<file path="src/rtl/mlfq_pkg.sv">
package mlfq_pkg;

  localparam int unsigned LEVELS         = 3;
  localparam int unsigned MAX_TASKS_DEF  = 32;
  localparam int unsigned BURST_BITS_DEF = 16;

  localparam logic [7:0] SLICE_MAX  = 8'hFF;
  localparam logic [7:0] Q0_RESET   = 8'd4;
  localparam logic [7:0] Q1_RESET   = 8'd8;

  // register indexes on the config port
  localparam logic CFG_QUANT_TOP = 1'b0;
  localparam logic CFG_QUANT_MID = 1'b1;

  // item kinds
  localparam logic ACT_TICK   = 1'b0;
  localparam logic ACT_ARRIVE = 1'b1;

  // queue levels
  localparam logic [1:0] LVL_TOP = 2'd0;
  localparam logic [1:0] LVL_MID = 2'd1;
  localparam logic [1:0] LVL_LOW = 2'd2;

  typedef struct packed {
    logic [LEVELS-1:0] nonempty;
    logic [LEVELS-1:0] full;
  } q_status_t;

  typedef struct packed {
    logic       finished;
    logic       demoted;
    logic [1:0] new_level;
  } run_flags_t;

endpackage

</file>
<file path="src/rtl/mlfq_task_scheduler_unit.sv">
// channel  | handshake            | payload
// ---------+----------------------+--------------------------------------------------
// in       | in_valid / in_ready  | action, task_id, burst_length
// out      | out_valid / out_ready| accepted, busy_res, ran_task, first_run, finished,
//          |                      | demoted, new_level, remaining_after
// cfg      | cfg_we               | cfg_index, cfg_data (top and middle slice lengths)
//
// an arrival or an idle tick is answered from the idle state; a tick on a running
// task passes through S_RUN, and a tick that dispatches through S_POP and S_RUN.
// the queue slot and task memory reads are registered; one item is in work at a time.
// synchronous reset empties all queues and clears the first-run marks; no clearing pass.
// a finished item waits in the output register and the input stalls meanwhile; a new
// item is taken at the earliest at the edge where the waiting one leaves.
module mlfq_task_scheduler_unit
  import mlfq_pkg::*;
#(
  parameter int unsigned MAX_TASKS  = MAX_TASKS_DEF,
  parameter int unsigned BURST_BITS = BURST_BITS_DEF
) (
  input  logic        clk,
  input  logic        rst,
  // config port
  input  logic        cfg_we,
  input  logic        cfg_index,
  input  logic [7:0]  cfg_data,
  // input items
  input  logic        in_valid,
  output logic        in_ready,
  input  logic        action,
  input  logic [4:0]  task_id,
  input  logic [15:0] burst_length,
  // result items
  output logic        out_valid,
  input  logic        out_ready,
  output logic        accepted,
  output logic        busy_res,
  output logic [4:0]  ran_task,
  output logic        first_run,
  output logic        finished,
  output logic        demoted,
  output logic [1:0]  new_level,
  output logic [15:0] remaining_after
);

  localparam int unsigned IDX_W = $clog2(MAX_TASKS);
  // remaining units never exceed the 16-bit input field
  localparam int unsigned REM_W = (BURST_BITS < 16) ? BURST_BITS : 16;

  localparam logic [1:0] S_IDLE = 2'd0;  // take an item
  localparam logic [1:0] S_POP  = 2'd1;  // slot read back, start task read
  localparam logic [1:0] S_RUN  = 2'd2;  // task data back, run one unit

  logic [1:0]       state;
  logic [7:0]       quant_top;
  logic [7:0]       quant_mid;
  logic             running_valid;
  logic [IDX_W-1:0] running_task;
  logic [7:0]       slice_used;
  logic             first_flag;
  logic [MAX_TASKS-1:0] started;

  // handshake helpers
  logic out_free;
  logic take;
  logic arrive_ok;
  logic [IDX_W-1:0] arrive_idx;

  // queue side
  logic             q_push_en;
  logic [1:0]       q_push_lvl;
  logic [IDX_W-1:0] q_push_data;
  logic             q_pop_en;
  logic [1:0]       q_pop_lvl;
  logic [IDX_W-1:0] q_pop_data;
  q_status_t        q_status;

  // task memory side
  logic             t_wr_en;
  logic [IDX_W-1:0] t_wr_addr;
  logic [REM_W-1:0] t_wr_rem;
  logic [1:0]       t_wr_lvl;
  logic             t_rd_en;
  logic [IDX_W-1:0] t_rd_addr;
  logic [REM_W-1:0] t_rd_rem;
  logic [1:0]       t_rd_lvl;

  // run unit
  logic [REM_W-1:0] rem_next;
  logic [7:0]       slice_next;
  run_flags_t       run_flags;

  assign out_free   = !out_valid || out_ready;
  // nothing is taken while reset is held
  assign in_ready   = !rst && (state == S_IDLE) && out_free;
  assign take       = in_valid && in_ready;
  assign arrive_idx = IDX_W'(task_id);
  assign arrive_ok  = (32'(task_id) < MAX_TASKS) && !q_status.full[0];

  // highest non-empty level for dispatch
  always_comb begin
    q_pop_lvl = LVL_LOW;
    if (q_status.nonempty[1]) q_pop_lvl = LVL_MID;
    if (q_status.nonempty[0]) q_pop_lvl = LVL_TOP;
  end

  // memory port steering
  always_comb begin
    q_push_en   = 1'b0;
    q_push_lvl  = LVL_TOP;
    q_push_data = arrive_idx;
    q_pop_en    = 1'b0;
    t_wr_en     = 1'b0;
    t_wr_addr   = arrive_idx;
    t_wr_rem    = REM_W'(burst_length);
    t_wr_lvl    = LVL_TOP;
    t_rd_en     = 1'b0;
    t_rd_addr   = running_task;
    case (state)
      S_IDLE: begin
        if (take && (action == ACT_ARRIVE)) begin
          q_push_en = arrive_ok;
          t_wr_en   = arrive_ok;
        end else if (take && running_valid) begin
          t_rd_en = 1'b1;
        end else if (take) begin
          q_pop_en = |q_status.nonempty;
        end
      end
      S_POP: begin
        t_rd_en   = 1'b1;
        t_rd_addr = q_pop_data;
      end
      S_RUN: begin
        if (out_free) begin
          t_wr_en     = 1'b1;
          t_wr_addr   = running_task;
          t_wr_rem    = rem_next;
          t_wr_lvl    = run_flags.new_level;
          // requeue on slice expiry; the queue drops it if full
          q_push_en   = run_flags.demoted;
          q_push_lvl  = run_flags.new_level;
          q_push_data = running_task;
        end
      end
      default: ;
    endcase
  end

  mlfq_queues #(
    .MAX_TASKS (MAX_TASKS)
  ) u_queues (
    .clk       (clk),
    .rst       (rst),
    .push_en   (q_push_en),
    .push_lvl  (q_push_lvl),
    .push_data (q_push_data),
    .pop_en    (q_pop_en),
    .pop_lvl   (q_pop_lvl),
    .pop_data  (q_pop_data),
    .status    (q_status)
  );

  mlfq_task_store #(
    .MAX_TASKS (MAX_TASKS),
    .REM_W     (REM_W)
  ) u_task_store (
    .clk     (clk),
    .wr_en   (t_wr_en),
    .wr_addr (t_wr_addr),
    .wr_rem  (t_wr_rem),
    .wr_lvl  (t_wr_lvl),
    .rd_en   (t_rd_en),
    .rd_addr (t_rd_addr),
    .rd_rem  (t_rd_rem),
    .rd_lvl  (t_rd_lvl)
  );

  mlfq_run_unit #(
    .REM_W (REM_W)
  ) u_run_unit (
    .rem        (t_rd_rem),
    .lvl        (t_rd_lvl),
    .slice      (slice_used),
    .quant_top  (quant_top),
    .quant_mid  (quant_mid),
    .rem_next   (rem_next),
    .slice_next (slice_next),
    .flags      (run_flags)
  );

  // config registers
  always_ff @(posedge clk) begin
    if (rst) begin
      quant_top <= Q0_RESET;
      quant_mid <= Q1_RESET;
    end else if (cfg_we) begin
      case (cfg_index)
        CFG_QUANT_TOP: quant_top <= cfg_data;
        CFG_QUANT_MID: quant_mid <= cfg_data;
        default: ;
      endcase
    end
  end

  // sequencer and running-task state
  always_ff @(posedge clk) begin
    if (rst) begin
      state         <= S_IDLE;
      running_valid <= 1'b0;
      running_task  <= '0;
      slice_used    <= '0;
      first_flag    <= 1'b0;
      started       <= '0;
    end else begin
      case (state)
        S_IDLE: begin
          if (take && (action == ACT_ARRIVE)) begin
            if (arrive_ok) begin
              started[arrive_idx] <= 1'b0;
            end
          end else if (take && running_valid) begin
            first_flag <= 1'b0;
            state      <= S_RUN;
          end else if (take && (|q_status.nonempty)) begin
            state <= S_POP;
          end
        end
        S_POP: begin
          // dispatch the popped task with a fresh slice
          running_task        <= q_pop_data;
          running_valid       <= 1'b1;
          slice_used          <= '0;
          first_flag          <= !started[q_pop_data];
          started[q_pop_data] <= 1'b1;
          state               <= S_RUN;
        end
        S_RUN: begin
          if (out_free) begin
            slice_used <= slice_next;
            if (run_flags.finished || run_flags.demoted) begin
              running_valid <= 1'b0;
            end
            state <= S_IDLE;
          end
        end
        default: state <= S_IDLE;
      endcase
    end
  end

  // output register
  always_ff @(posedge clk) begin
    if (rst) begin
      out_valid <= 1'b0;
    end else if (take && ((action == ACT_ARRIVE) || (!running_valid &&
                 !(|q_status.nonempty)))) begin
      out_valid <= 1'b1;
    end else if ((state == S_RUN) && out_free) begin
      out_valid <= 1'b1;
    end else if (out_ready) begin
      out_valid <= 1'b0;
    end
  end

  always_ff @(posedge clk) begin
    if (take && (action == ACT_ARRIVE)) begin
      accepted        <= arrive_ok;
      busy_res        <= 1'b0;
      ran_task        <= '0;
      first_run       <= 1'b0;
      finished        <= 1'b0;
      demoted         <= 1'b0;
      new_level       <= '0;
      remaining_after <= '0;
    end else if (take) begin
      // idle tick result; a busy tick overwrites it in its run step
      accepted        <= 1'b0;
      busy_res        <= 1'b0;
      ran_task        <= '0;
      first_run       <= 1'b0;
      finished        <= 1'b0;
      demoted         <= 1'b0;
      new_level       <= '0;
      remaining_after <= '0;
    end else if ((state == S_RUN) && out_free) begin
      accepted        <= 1'b0;
      busy_res        <= 1'b1;
      ran_task        <= 5'(running_task);
      first_run       <= first_flag;
      finished        <= run_flags.finished;
      demoted         <= run_flags.demoted;
      new_level       <= run_flags.new_level;
      remaining_after <= 16'(rem_next);
    end
  end

endmodule

</file>
<file path="src/rtl/mlfq_queues.sv">
module mlfq_queues
  import mlfq_pkg::*;
#(
  parameter int unsigned MAX_TASKS = MAX_TASKS_DEF
) (
  input  logic                         clk,
  input  logic                         rst,
  input  logic                         push_en,
  input  logic [1:0]                   push_lvl,
  input  logic [$clog2(MAX_TASKS)-1:0] push_data,
  input  logic                         pop_en,
  input  logic [1:0]                   pop_lvl,
  output logic [$clog2(MAX_TASKS)-1:0] pop_data,
  output q_status_t                    status
);

  localparam int unsigned IDX_W  = $clog2(MAX_TASKS);
  localparam int unsigned CNT_W  = $clog2(MAX_TASKS + 1);
  localparam int unsigned SLOT_W = $clog2(LEVELS * MAX_TASKS);

  logic [IDX_W-1:0] slots [LEVELS*MAX_TASKS];
  logic [IDX_W-1:0] head  [LEVELS];
  logic [IDX_W-1:0] tail  [LEVELS];
  logic [CNT_W-1:0] count [LEVELS];

  logic [SLOT_W-1:0] wr_addr;
  logic [SLOT_W-1:0] rd_addr;
  logic              do_push;

  function automatic logic [IDX_W-1:0] wrap_inc(input logic [IDX_W-1:0] p);
    return (p == IDX_W'(MAX_TASKS - 1)) ? '0 : p + 1'b1;
  endfunction

  always_comb begin
    for (int i = 0; i < LEVELS; i++) begin
      status.nonempty[i] = (count[i] != '0);
      status.full[i]     = (count[i] == CNT_W'(MAX_TASKS));
    end
  end

  // a push into a full level is dropped
  assign do_push = push_en && !status.full[push_lvl];
  assign wr_addr = SLOT_W'(push_lvl) * SLOT_W'(MAX_TASKS) + SLOT_W'(tail[push_lvl]);
  assign rd_addr = SLOT_W'(pop_lvl) * SLOT_W'(MAX_TASKS) + SLOT_W'(head[pop_lvl]);

  always_ff @(posedge clk) begin
    if (do_push) begin
      slots[wr_addr] <= push_data;
    end
    if (pop_en) begin
      pop_data <= slots[rd_addr];
    end
  end

  always_ff @(posedge clk) begin
    if (rst) begin
      for (int i = 0; i < LEVELS; i++) begin
        head[i]  <= '0;
        tail[i]  <= '0;
        count[i] <= '0;
      end
    end else begin
      if (do_push) begin
        tail[push_lvl]  <= wrap_inc(tail[push_lvl]);
        count[push_lvl] <= count[push_lvl] + 1'b1;
      end
      if (pop_en) begin
        head[pop_lvl]  <= wrap_inc(head[pop_lvl]);
        count[pop_lvl] <= count[pop_lvl] - 1'b1;
      end
    end
  end

endmodule

</file>
<file path="src/rtl/mlfq_task_store.sv">
module mlfq_task_store
  import mlfq_pkg::*;
#(
  parameter int unsigned MAX_TASKS = MAX_TASKS_DEF,
  parameter int unsigned REM_W     = 16
) (
  input  logic                         clk,
  input  logic                         wr_en,
  input  logic [$clog2(MAX_TASKS)-1:0] wr_addr,
  input  logic [REM_W-1:0]             wr_rem,
  input  logic [1:0]                   wr_lvl,
  input  logic                         rd_en,
  input  logic [$clog2(MAX_TASKS)-1:0] rd_addr,
  output logic [REM_W-1:0]             rd_rem,
  output logic [1:0]                   rd_lvl
);

  logic [REM_W-1:0] rem_mem [MAX_TASKS];
  logic [1:0]       lvl_mem [MAX_TASKS];

  always_ff @(posedge clk) begin
    if (wr_en) begin
      rem_mem[wr_addr] <= wr_rem;
      lvl_mem[wr_addr] <= wr_lvl;
    end
    if (rd_en) begin
      rd_rem <= rem_mem[rd_addr];
      rd_lvl <= lvl_mem[rd_addr];
    end
  end

endmodule

</file>
<file path="src/rtl/mlfq_run_unit.sv">
module mlfq_run_unit
  import mlfq_pkg::*;
#(
  parameter int unsigned REM_W = 16
) (
  input  logic [REM_W-1:0] rem,
  input  logic [1:0]       lvl,
  input  logic [7:0]       slice,
  input  logic [7:0]       quant_top,
  input  logic [7:0]       quant_mid,
  output logic [REM_W-1:0] rem_next,
  output logic [7:0]       slice_next,
  output run_flags_t       flags
);

  logic expire;

  always_comb begin
    rem_next   = (rem == '0) ? '0 : rem - 1'b1;
    slice_next = (slice == SLICE_MAX) ? slice : slice + 1'b1;
    // level 2 never expires
    expire = ((lvl == LVL_TOP) && (slice_next >= quant_top)) ||
             ((lvl == LVL_MID) && (slice_next >= quant_mid));
    flags.finished  = (rem_next == '0);
    flags.demoted   = !flags.finished && expire;
    flags.new_level = lvl;
    if (flags.demoted && (lvl != LVL_LOW)) begin
      flags.new_level = lvl + 1'b1;
    end
  end

endmodule

</file>
<file path="config.mk">
export PLATFORM = sky130hd
export DESIGN_NAME = mlfq_task_scheduler_unit
export DESIGN_NICKNAME = d
export VERILOG_FILES = /design/src/rtl/mlfq_pkg.sv /design/src/rtl/mlfq_task_scheduler_unit.sv /design/src/rtl/mlfq_queues.sv /design/src/rtl/mlfq_task_store.sv /design/src/rtl/mlfq_run_unit.sv
export SDC_FILE = /design/constraint.sdc
export NUM_CORES = 2
export LEC_CHECK = 0
export BUFFER_PORTS_ARGS = -buffer_cell sky130_fd_sc_hd__buf_2
export CORE_MARGIN = 3
export CORE_UTILIZATION = 50
export CTS_CLUSTER_SIZE = 28
export DETAILED_ROUTE_END_ITERATION = 7
export GPL_TIMING_DRIVEN = 1
export PLACE_DENSITY = 0.65
export SYNTH_ARGS = -nofsm -noshare
export SYNTH_HDL_FRONTEND = slang
export SYNTH_SLANG_ARGS = --single-unit
</file>
<file path="constraint.sdc">
create_clock -name clk -period 5.9 [get_ports clk]
set_input_delay 1.18 -clock clk [delete_from_list [all_inputs] [get_ports clk]]
set_output_delay 1.18 -clock clk [all_outputs]
set_load 0.005 [all_outputs]
</file>
Word level (Yosys, flattened, before mapping)
Memory sizes are Yosys's and may differ from the RTL's. A register that Yosys moved wholly into a read port is not among the register bits.
Cells that the tools add are included.
Storage, ports and cells
  register bits after elaboration: 94
  RAM bits: 1104
  output and inout port bits: 30
  logic and storage cells: 191
  memories: 6
Operators by class
  add/sub/neg operators: 9
  $lt $le $gt $ge: 7
  equality and inequality tests: 17
  muxes and demuxes: 79
  bitwise operators: 4
  reduce and logical (&&, ||, !) cells: 52
Memory list
  u_task_store.rem_mem: depth 32, width 16, rd ports 1, clocked after Yosys merged registers in 1, wr ports 1, line mlfq_task_store.sv:18  | logic [REM_W-1:0] rem_mem [MAX_TASKS];
  u_queues.slots: depth 96, width 5, rd ports 1, clocked after Yosys merged registers in 1, wr ports 1, line mlfq_queues.sv:21  | logic [IDX_W-1:0] slots [LEVELS*MAX_TASKS];
  u_task_store.lvl_mem: depth 32, width 2, rd ports 1, clocked after Yosys merged registers in 1, wr ports 1, line mlfq_task_store.sv:19  | logic [1:0] lvl_mem [MAX_TASKS];
  u_queues.count: depth 3, width 6, rd ports 5, clocked after Yosys merged registers in 0, wr ports 3, line mlfq_queues.sv:24  | logic [CNT_W-1:0] count [LEVELS];
  u_queues.head: depth 3, width 5, rd ports 1, clocked after Yosys merged registers in 0, wr ports 3, line mlfq_queues.sv:22  | logic [IDX_W-1:0] head [LEVELS];
  u_queues.tail: depth 3, width 5, rd ports 1, clocked after Yosys merged registers in 0, wr ports 3, line mlfq_queues.sv:23  | logic [IDX_W-1:0] tail [LEVELS];
Operators with widths (count)
  2-to-1 mux 32 bit: 2
  case mux 32 bit (2 select lines): 1
  2-to-1 mux 16 bit: 3
  2-to-1 mux 1 bit: 38
  2-to-1 mux 5 bit: 7
  AND 32 bit: 1
  zero test 16 bit: 2
  inverter 32 bit: 1
  bitwise OR 32 bit: 1
  2-to-1 mux 2 bit: 13
  equality test 6 bit, second input constant: 3
  nonzero test 6 bit: 3
  greater-or-equal comparator 8 bit: 2
  logical AND 1 bit: 16
  2-to-1 mux 8 bit: 2
  case mux 8 bit (2 select lines): 1
  subtractor 16 x 1 -> 16 bit, second input constant: 1
  adder 7 x 5 -> 7 bit: 2
  < comparator 5 x 6 -> 1 bit, second input constant: 2
  2-to-1 mux 6 bit: 2
  AND reduction 3 bit: 4
  OR reduction 6 bit: 2
  adder 5 x 1 -> 5 bit, second input constant: 2
  demux 1 bit (select 5 bit): 2
  other kinds (27): 55

Longest topological paths before layout
  depth after elaboration: 20
  depth in mapped cells: 22
  depth with buffers taken out: 19

Modules after synthesis
Synthesis repeated with hierarchy kept, for this count alone.
Second synthesis, totals
  cell total of the unflattened synthesis: 3415
  area total of the unflattened synthesis: 51689.6 µm²
Modules (own cells, without submodules)
  mlfq_task_store: times used 1, cells each 1279, area an instance 23229.8 µm², seq. area each 17837.1 µm²
  mlfq_queues: times used 1, cells each 1444, area an instance 23083.4 µm², seq. area each 16485.8 µm²
  mlfq_task_scheduler_unit: times used 1, cells each 517, area an instance 4182.8 µm², seq. area each 1891.8 µm²
  mlfq_run_unit: times used 1, cells each 175, area an instance 1193.6 µm², seq. area each 0.0 µm²

Worst setup path after synthesis
OpenSTA, ideal clock, no wires.
  path type: input to register
  start point: in out_ready
  end point: mem u_task_store.lvl_mem[15][0] (enable)
  library setup time: 0.416 ns
  arrival time: 5.140 ns
  data required time: 5.484 ns
  slack: 0.345 ns
  cell stages on the path: 8
  buffers on the path: 2
  path through: nand2b_1 nand2b_1 clkbuf_1 buf_1 mux2i_1 inv_1 nand4_1 nor3_1
On the way
  elaborated cells between the ends (all ways): 11
  those cells by class: mux: 7; reduce/logical: 4
RTL lines
  start, declared: line mlfq_task_scheduler_unit.sv:34  | input logic out_ready,
  logical OR 1 bit: line mlfq_task_scheduler_unit.sv:92  | assign out_free = !out_valid || out_ready;
  2-to-1 mux 5 bit (2 in a row)
  net q_push_data[2]: line mlfq_task_scheduler_unit.sv:71  | logic [IDX_W-1:0] q_push_data;
  end, declared: line mlfq_task_store.sv:19
The timed path passes the listed nets, and every way through them passes these cells.

Worst setup path after layout
  start point: reg slice_used[0]
  end point: mem u_queues.slots[76][2] (netlist name) (enable)
On the way
  cells in the longest elaborated chain, start to end: 16
  elaborated cells between the ends (all ways): 23
  those cells by class: add/sub: 2; order compare: 2; eq/ne: 1; mux: 10; reduce/logical: 7; memory: 1
RTL lines
  start, declared: line mlfq_task_scheduler_unit.sv:58  | logic [7:0] slice_used;
  start signal, assigned: line mlfq_task_scheduler_unit.sv:239  | slice_used <= slice_next;
  adder 8 x 1 -> 8 bit / equality test 8 bit (equally long branches): line mlfq_run_unit.sv:20  | slice_next = (slice == SLICE_MAX) ? slice : slice + 1'b1;
  2-to-1 mux 8 bit *: line mlfq_run_unit.sv:20
  greater-or-equal comparator 8 bit, on equally long branches: line mlfq_run_unit.sv:22, mlfq_run_unit.sv:23
  logical AND 1 bit, on equally long branches: line mlfq_run_unit.sv:22, mlfq_run_unit.sv:23
  logical OR 1 bit *: line mlfq_run_unit.sv:22  | expire = ((lvl == LVL_TOP) && (slice_next >= quant_top)) ||
  logical AND 1 bit *: line mlfq_run_unit.sv:25  | flags.demoted = !flags.finished && expire;
  branches (longest 10 deep; another with adder 7 x 5 -> 7 bit)
  end, declared: line mlfq_queues.sv:21
Mark *: on every way between the ends. The select of a mux whose other input is x is not followed.

==> flow_metrics.py <==
metrics = {
    "setup_path": {
        "path_common_cell": "mux2i_1",
        "rr_worst_depth": 18,
        "crit_fanout": 11,
        "max_stage_delay_ps": 450,
        "r2r_setup_slack_ps": 300,
        "slowest_stage": "o31a_1",
        "crit_chain": "ha_1, and3_1, nand3_1, nand4_1, xnor2_1, ha_1, and3_1, a221o_1, a22o_1, o31a_1, mux2i_1, nand3_4, mux2i_1, mux2i_1, nor2b_1, nand2_2, buf_4, nor2_1",
        "required_ps": 6250,
        "worstPathArrival_ps": 5950,
        "critPathLaunchType": "register",
        "worstSetupPathType": "reg -> reg",
        "end_kind": "register",
        "r2r_end": "u_queues.slots[76][2]",
        "worstReg2RegStart": "slice_used[0]",
    },
    "floorplan": {
        "rows": 115,
        "die_h_um": 323.4,
        "die_w_um": 323.4,
        "fp.dieArea_mm2": 0.1046,
        "core_mm2": 0.09914,
        "start_util_pct": 50.80,
        "ioPinCount": 66,
    },
    "timing": {
        "min_period_ps": 5600,
        "slew_violations": 0,
        "max_slew_margin_pct": 9.768,
        "worst_pin_slew_ps": 1353,
        "fmax_ghz": 0.1786,
        "tns_ps": 0,
        "fin_crit_sh_pct": 94.91,
        "setup_ws_ps": 300.4,
        "hold_violations": 0,
        "finalSetupViolCount": 0,
        "finalClockSkew_ps": 57.32,
    },
    "global_routing": {
        "busiest_layer": "met2",
        "grt_pass1_vias": 28500,
        "use_met2_pct": 38.66,
        "grt-ovfl-total": 0,
        "use_met3_pct": 3.460,
        "grt_pass1_wl_um": 183500,
        "grt_usage_pct": 23.65,
        "gr-usage-met1_pct": 33.10,
        "antenna_found_initial": 1,
        "grt_max_degree": 93,
    },
    "drt": {
        "wirelength_um": 122400,
        "post_drt_wl_per_cell_um": 27.02,
        "vias_per_cell": 6.208,
        "vias": 28120,
        "drc": 0,
        "drt_iter0_markers": 2904,
        "first_pass_iters": 5,
        "ant_nets": 0,
    },
    "synth": {
        "yosys_most_used_dff": "edfxtp_1",
        "syn_inst": 3010,
        "synth_edf_count": 1139,
        "syn_avg_cell_area_um2": 16.73,
        "ys_ff_latch": 1232,
        "synth.distinct_cells": 75,
        "syn_area_mm2": 0.05036,
        "synth-seq-area-share_pct": 71.61,
        "synthTopCellsByArea": "edfxtp_1 (68%), mux4_2 (12%), dfxtp_1 (3.7%)",
        "synthArstFlopShare_pct": 0,
        "synth_area_leader_cell": "edfxtp_1",
        "synth_fp_nets": 3073,
        "synth_warnings": 0,
        "synth_top_cell_area_share_pct": 67.92,
    },
    "clock_tree": {
        "hold_buffers": 0,
        "cts_made_buffers": 119,
        "clk_pin_slew_ps": 60,
        "clkLatencyLatePin_ps": 720,
        "clock_sinks": 1232,
        "cts_setup_buffers": 0,
        "cts_tree": "done",
        "htree_levels": 3,
        "root_buffer": "clkbuf_16",
        "clock_path_buffers": 3,
    },
    "place": {
        "port-buffer-count": 65,
        "hpwl_um": 75680,
        "pre_cts_slack_ps": 105.4,
        "place_inst": 4306,
        "dpl_cell_area_mm2": 0.05273,
        "place_congestion": 0.9219,
    },
    "final_layout": {
        "final_area_mm2": 0.05686,
        "drive_gt1_share_pct": 23.85,
        "final_common_cell": "edfxtp_1",
        "nets": 3203,
        "nFillCells": 7355,
        "area_delta_synth_final_pct": 12.90,
        "layoutNonFillerInstCount": 4530,
        "post-route-util_pct": 57.35,
        "layout_common_cells": "edfxtp_1 (1,139), nand2_1 (316), mux4_2 (273)",
    },
    "flow_run": {
        "drv_cap": 0,
    },
    "worst_hold_path": {
        "hp-start": "remaining_after[5]",
        "hold_path_depth": 1,
        "hold_path.class": "reg -> reg",
        "min_to": "remaining_after[5]",
    },
    "pwr": {
        "peakVddDrop_v": 0.0002738,
        "power_density_mw_per_mm2": 336.3,
        "p_leak_nw": 18.78,
    },
    "status": {
        "status": "finished, final reports clean",
    },
}
==> layout make-up <==
type	instances	area (um^2)	area share, %
clock buffers	153	3209	5.644
repair buffers	172	1254	2.205
well taps	1287	1610	2.832
multi-input cells	1568	13770	24.21
flip-flops and latches	1232	36060	63.43
clock inverters	69	773.2	1.360
diodes	2	5.005	0.008802
inverters	47	176.4	0.3103
==> per-stage QoR <==
step / total power, W / hold WS, ps
after global placement: 0.01156 / 440.5
after floorplan: 0.01099 / 431.9
after global routing: 0.01972 / 475.1
final: 0.01912 / 453.7
after detailed placement: 0.01159 / 438.0
after CTS: 0.01925 / 454.1
==> per-layer routing <==
metal	vias up	share of wire (%)
met5	-	0
met2	1236	49
li1	12070	-
met4	0	2.9
met1	14590	41
met3	229	6.6
==> worst max-delay path by stage <==
| stage | start | to |
|---|---|---|
| 3_3_place_gp | slice_used[0] | u_queues.slots[12][2] |
| 2_1_floorplan | out_ready | u_task_store.lvl_mem[15][0] |
| 4_1_cts | slice_used[0] | u_queues.slots[29][4] |
| 5_1_grt | slice_used[0] | u_queues.slots[82][0] |
| 3_5_place_dp | slice_used[0] | u_queues.slots[12][3] |
| 6_report | slice_used[0] | u_queues.slots[76][2] |
==> state kept, by name (all words and copies together), names as in the netlist, 2 cells and up <==
register / cells
new_level: 2
quant_mid: 8
quant_top: 8
ran_task: 5
remaining_after: 16
running_task: 5
slice_used: 8
started: 32
state: 2
u_queues.count: 24
u_queues.head: 15
u_queues.pop_data: 5
u_queues.slots: 480
u_queues.tail: 20
u_task_store.lvl_mem: 64
u_task_store.rd_lvl: 2
u_task_store.rd_rem: 16
u_task_store.rem_mem: 512
==> synthesized netlist by cell type, drive strengths merged, types with 14 or more instances <==
| cell type | n |
|---|---|
| nor2b | 24 |
| buf | 69 |
| nand3 | 145 |
| a21oi | 91 |
| nor2 | 239 |
| mux2i | 70 |
| inv | 46 |
| a211oi | 36 |
| nand2 | 321 |
| dfxtp | 93 |
| edfxtp | 1139 |
| ha | 27 |
| mux2 | 22 |
| mux4 | 273 |
| o21ai | 80 |
| o211ai | 14 |
| clkbuf | 94 |
| nor3 | 21 |
| a21o | 33 |
==> critical path: cells and delay by family, from the launching register on <==
family	cells	cell delay (ps)
simple gates	8	1880
flops	1	350
fa+ha+maj	2	560
xor+xnor	1	330
mux	3	810
buf+inv	1	280
compound gates	3	1020
==> where the power goes <==
part	internal, W	leakage (nW)	switching (W)
sequential	0.00972	11.1	0.0000749
clock	0.00449	1.93	0.00322
combinational	0.000578	5.74	0.00103
==> timing repair <==
action / 4_1_cts / 5_1_grt
endpoints found under the setup margin: 0 / 443
gates resized for setup: 0 / 52
endpoints found under the hold margin: 0 / 0
==> cell families (layout without fill, tap and decap cells) <==
kind of cell | count (synthesis) | after routing | synth area share, %
and+or+nand+nor | 834 | 834 | 7.349
DFF | 1232 | 1232 | 71.61
AOI/OAI and AO/OA | 318 | 318 | 4.057
adders and majority gates | 27 | 27 | 0.6708
muxes | 365 | 365 | 14.10
xor gates and xnor gates | 24 | 24 | 0.4174
buffers and inverters | 210 | 441 | 1.791
other | 0 | 2 | 0
Note: power is estimated with default switching activity, not from simulation.
